$ cat src/hw/rtl/bcr_pkg.sv
package bcr_pkg;
	localparam int MAX_WIDTH_D = 256;
	localparam int MAX_HEIGHT_D = 256;
	localparam int FRAC_BITS_D = 16;
	localparam int SIZE_W = 9;
	localparam int RATIO_W = 25;
	localparam int POS_W = 8;
	localparam int PIX_W = 8;

	typedef enum logic [2:0] {
		REG_SRC_W = 3'd0,
		REG_SRC_H = 3'd1,
		REG_DST_W = 3'd2,
		REG_DST_H = 3'd3,
		REG_XR = 3'd4,
		REG_YR = 3'd5
	} reg_idx_t;

	typedef enum logic [0:0] {
		REQ_LOAD = 1'b0,
		REQ_SAMPLE = 1'b1
	} req_t;

	typedef enum logic [1:0] {
		CMD_LOAD = 2'd0,
		CMD_ERROR = 2'd1,
		CMD_DIRECT = 2'd2,
		CMD_BLEND = 2'd3
	} cmd_t;

	typedef struct packed {
		cmd_t cmd;
		logic [POS_W-1:0] pos_x;
		logic [POS_W-1:0] pos_y;
		logic [PIX_W-1:0] pixel_value;
	} job_t;
endpackage

$ cat src/hw/rtl/bcr_front.sv
module bcr_front import bcr_pkg::*; (
	input logic clk,
	input logic arst_n,
	input logic in_valid,
	output logic in_stall,
	input logic req_type,
	input logic [POS_W-1:0] pos_x,
	input logic [POS_W-1:0] pos_y,
	input logic [PIX_W-1:0] pixel_value,
	input logic [SIZE_W-1:0] src_width,
	input logic [SIZE_W-1:0] src_height,
	input logic [SIZE_W-1:0] dst_width,
	input logic [SIZE_W-1:0] dst_height,
	output logic job_valid,
	input logic job_pop,
	output job_t job
);
	localparam int QD = 2;
	job_t q_q [QD];
	logic [1:0] cnt_q;
	logic rd_q, wr_q;
	logic push;
	job_t nj;

	always_comb begin
		nj.pos_x = pos_x;
		nj.pos_y = pos_y;
		nj.pixel_value = pixel_value;
		if (req_t'(req_type) == REQ_LOAD) begin
			nj.cmd = CMD_LOAD;
		end else if ({1'b0, pos_x} >= dst_width || {1'b0, pos_y} >= dst_height) begin
			nj.cmd = CMD_ERROR;
		end else if (src_width == dst_width && src_height == dst_height) begin
			nj.cmd = CMD_DIRECT;
		end else begin
			nj.cmd = CMD_BLEND;
		end
	end

	assign in_stall = (cnt_q == 2'd2);
	assign push = in_valid && !in_stall;
	assign job_valid = (cnt_q != 2'd0);
	assign job = q_q[rd_q];

	always_ff @(posedge clk) begin
		if (push) begin
			q_q[wr_q] <= nj;
		end
	end

	always_ff @(posedge clk or negedge arst_n) begin
		if (!arst_n) begin
			cnt_q <= 2'd0;
			rd_q <= 1'b0;
			wr_q <= 1'b0;
		end else begin
			if (push) begin
				wr_q <= ~wr_q;
			end
			if (job_pop) begin
				rd_q <= ~rd_q;
			end
			cnt_q <= cnt_q + {1'b0, push} - {1'b0, job_pop};
		end
	end
endmodule

$ cat config.mk
export PLATFORM = sky130hd
export DESIGN_NAME = bcr_front
export DESIGN_NICKNAME = d
export VERILOG_FILES = /design/src/hw/rtl/bcr_pkg.sv /design/src/hw/rtl/bcr_front.sv
export SDC_FILE = /design/constraint.sdc
export NUM_CORES = 1
export LEC_CHECK = 0
export ABC_AREA = 1
export BUFFER_PORTS_ARGS = -buffer_cell sky130_fd_sc_hd__buf_2
export CELL_PAD_IN_SITES_DETAIL_PLACEMENT = 2
export CELL_PAD_IN_SITES_GLOBAL_PLACEMENT = 2
export CORE_MARGIN = 5
export CORE_UTILIZATION = 29
export DETAILED_ROUTE_END_ITERATION = 10
export PLACE_DENSITY_LB_ADDON = 0.1
export SKIP_CTS_REPAIR_TIMING = 1
export SYNTH_ARGS = -nofsm -noshare
export SYNTH_HDL_FRONTEND = slang
export SYNTH_SLANG_ARGS = --single-unit
$ cat constraint.sdc
create_clock -name clk -period 2.14 [get_ports clk]
set_clock_uncertainty 0.15 [all_clocks]
set_input_delay 0.428 -clock clk [delete_from_list [all_inputs] [get_ports clk]]
set_output_delay 0.428 -clock clk [all_outputs]
set_load 0.1 [all_outputs]
Word level (Yosys, flattened, before mapping)
Memories as Yosys holds them, arrays and structs flattened.
Index checks and enable logic that the tools add are counted.

word-level totals
  input bits = 65
  memories kept = 1
  output and inout bits = 28
  word-level logic and storage cells = 23
  RAM bits = 52
  register bits = 4

cells by class
  reduce and logical (&&, ||, !) cells = 5
  multiplexer cells = 5
  bitwise gates (word level) = 2
  equality and inequality tests = 3
  $lt $le $gt $ge = 2
  add/subtract/negate cells = 2

memories
  memory  words  width  rd ports  clocked after memory_dff  wr ports  RTL line         text
  q_q     2      26     1         0                         1         bcr_front.sv:19  job_t q_q [QD];

operators with widths
  kind                count
  $eq 9x9->1          2
  $ge 8x9->1          2
  $mux 2              2
  $mux 1              3
  $add 2x1->2         1
  $eq 2x2->1 const B  1
  $logic_and 1x1->1   2
  $not 1->1           2
  $reduce_bool 2->1   1
  $sub 2x1->2         1
  $logic_not 1->1     1
  $logic_or 1x1->1    1

Logic depth before layout (Yosys ltp)
  depth in word-level cells = 5
  mapped depth = 10
  mapped depth without buffers = 10

Worst setup path after synthesis
Ideal clock, no wire load.

  kind = flip-flop to output port
  start = register cnt_q[0]
  end = output port in_stall
  stages on the path, launching flop included = 2
  arrival time = 1.669 ns
  path buffers = 0
  required time = 1.562 ns
  slack = -0.107 ns
  cells stage by stage = dfrtp_1 -> nor2_1

on the way
  word-level cells in the longest chain between the ends = 1

ends and longest elaborated chain
  what                    RTL line         text
  from (decl)             bcr_front.sv:20  logic [1:0] cnt_q;
  from (signal assigned)  bcr_front.sv:63  cnt_q <= cnt_q + {1'b0, push} - {1'b0, job_pop};
  $eq 2x2->1              bcr_front.sv:40  assign in_stall = (cnt_q == 2'd2);
  to (decl)               bcr_front.sv:5   output logic in_stall,

No other way between the ends.

==> impl_metrics.py <==
metrics = {
    "layout": {
        "fin_nets": 439,
        "layout-drive-gt1-share_pct": 41.5,
        "areaGrowthSynthToFinish_pct": 39.3,
        "antenna_cells": 0,
        "post-route-util_pct": 41.6,
    },
    "synthesis": {
        "yosysMostFrequentCell": "nand2_1",
        "syn_nets": 336,
        "synth_cell_types": 22,
        "ys_top_cells_by_count": "nand2_1 (63), edfxtp_1 (52), inv_1 (35), mux2_4 (19), nor2_1 (19)",
        "synth_edf_count": 52,
        "yosysTopAreaCell": "edfxtp_1",
        "yosys-top-cells-area": "edfxtp_1 (53%), mux2_4 (9.7%), nand2_1 (8.1%), ha_1 (7.7%), inv_1 (4.5%)",
        "yosys_warnings": 0,
        "async_flop_share_pct": 7.14,
        "syn_area_mm2": 0.00293,
        "synth_top_flop_cell": "edfxtp_1",
        "avgSynthCellArea_um2": 11.6,
        "synth_top_area_share_pct": 53.3,
        "synth-seq-cells": 56,
        "yosysSeqAreaShare_pct": 56.7,
        "synthCells": 253,
    },
    "routing": {
        "drt_wl_total_um": 7110,
        "wl_per_cell_um": 14.5,
        "ant_nets": 0,
        "viasPerCell": 4.32,
        "detail_route.iter0.violations": 55,
        "drt_pass1_iterations": 3,
        "vias": 2115,
        "drc": 0,
    },
    "outcome": {
        "status": "finished clean",
    },
    "clocking": {
        "cts_root_buf": "clkbuf_8",
        "numCtsBuffers": 5,
        "clkTransAtPathRegs_ps": 100,
        "cts.path.max_buffers": 2,
        "cts_tree": "built",
        "clock_latency_ps": 290,
        "h-tree-depth": 2,
        "cts_sinks": 56,
    },
    "worst_setup_path": {
        "crit_required_ps": 1560,
        "criticalPathCategory": "flip-flop to output pin",
        "end_kind": "output pin",
        "start_kind": "flip-flop",
        "cp-startpoint": "rd_q",
        "cp_max_fo": 12,
        "cp.arrival_ps": 1480,
        "reg2reg_from": "cnt_q[0]",
        "r2r_slack_ps": 410,
    },
    "sta": {
        "hold_viol": 0,
        "rsz0062_at_grt": "false",
        "setup_viol": 0,
        "fin_crit_ps": 2060,
        "tightest_slew_ps": 493,
        "max-slew-margin-rel_pct": 67.3,
        "slew_viol_final": 0,
        "finalCritPeriodShare_pct": 96.1,
        "max_freq_mhz": 486,
    },
    "floorplanning": {
        "core_area_mm2": 0.00982,
        "fp-row-count": 36,
        "pin_count": 93,
        "die_y_um": 111,
        "die_area_mm2": 0.0122,
        "start_util_pct": 29.8,
        "fp.dieW_um": 111,
    },
    "run": {
        "maxCapViolCount": 0,
    },
    "global_routing": {
        "grt_max_degree": 17,
        "grt_pass1_wl_um": 11500,
        "grt_usage_pct": 11.7,
        "overflow": 0,
        "grt_antenna_before_repair": 0,
        "grt_pass1_vias": 2290,
    },
    "pwr": {
        "intPower_mw": 3.19,
        "p_sw_mw": 2.93,
        "swShare_pct": 47.8,
        "power_frac_clock_pct": 10.1,
        "sequentialPowerShare_pct": 25.9,
        "pwr-share-comb_pct": 63.9,
        "p_per_area_mw_per_mm2": 1500,
        "ir_worst_vdd_mv": 0.611,
        "leakage_nw": 1.92,
        "power_mw": 6.12,
    },
    "hold_path": {
        "hold_path_class": "input port to flip-flop",
        "hold_start": "pixel_value[6]",
    },
    "placed_design": {
        "place_congestion": 0.712,
        "io_buffers": 92,
        "place_hpwl_um": 6110,
    },
}
## power groups by stage
stage	logic [mW]	registers, mW	clock network, mW
6_report	3.91	1.59	0.621
5_1_grt	4.07	1.61	0.696
4_1_cts	3.98	1.59	0.647
3_5_place_dp	3.97	1.62	0
3_3_place_gp	3.93	1.59	0
2_1_floorplan	2.64	1.59	0
## area by class of cell
type                    instances  area (um2)
fillers                      1113        5740
flip-flops and latches         56        1660
multi-input cells             151        1080
repair buffers                 99         910
well taps                     133         166
inverters                      43         161
clock buffers                   8         100
## logic make-up (layout without fill, tap and decap cells)
| logic type | after synthesis | count (layout) | synth area share (%) |
|---|---|---|---|
| compound gates | 4 | 4 | 0.811 |
| buf+inv | 46 | 150 | 6.66 |
| xor+xnor | 9 | 9 | 2.69 |
| simple gates | 94 | 94 | 13.0 |
| flops | 56 | 56 | 56.7 |
| fa+ha+maj | 18 | 18 | 7.69 |
| mux | 26 | 26 | 12.4 |
## sequential cells by signal, indices dropped and copies added, names as in the netlist
| name | cells |
|---|---|
| q_q | 52 |
| wr_q | 1 |
| cnt_q | 2 |
| rd_q | 1 |
## worst paths after layout
path                            depth (start not counted)   endpoint
max in group asynchronous                               2       rd_q
min in group asynchronous                               2   cnt_q[1]
worst min register to register                          2   cnt_q[1]
worst max register to register                          6   cnt_q[1]
worst max-delay path                                    3     job[3]
worst min-delay path                                    1  q_q[0][6]
## metrics by stage
step	hold WS (ps)	std cells	area (um2)	setup WS [ps]	TNS [ps]
final	162	490	4080	84.2	0
after global routing	142	490	4080	8.17	0
after CTS	-246	489	4070	-17.9	-17.9
after detailed placement	94.1	481	3970	200	0
after global placement	88.5	481	3970	276	0
after floorplan	-17.6	253	2930	-94.1	-4890
## worst max-delay path, stage by stage, from the launching register on
cell	delay (ps)
dfrtp_2	380
buf_4	230
mux2_2	390
buf_12	170
## cells in the final DEF (no fill, tap or decap), drive strengths merged
cell type / instances
a21oi: 3
and3: 1
buf: 98
clkbuf: 8
dfrtp: 4
dlygate4sd3: 1
edfxtp: 52
ha: 18
inv: 43
mux2: 26
nand2: 64
nand3: 6
nand3b: 1
nor2: 20
o21ai: 1
or2: 2
xnor2: 6
xor2: 3
## metal layers
layer | share of wire [%] | GRT usage (%)
met1 | 42 | 13.8
met2 | 53 | 21.5
met3 | 3.2 | 2.24
met4 | 1.4 | 3.28
met5 | 0 | 0
No activity file was read; power rests on OpenSTA's default activity.
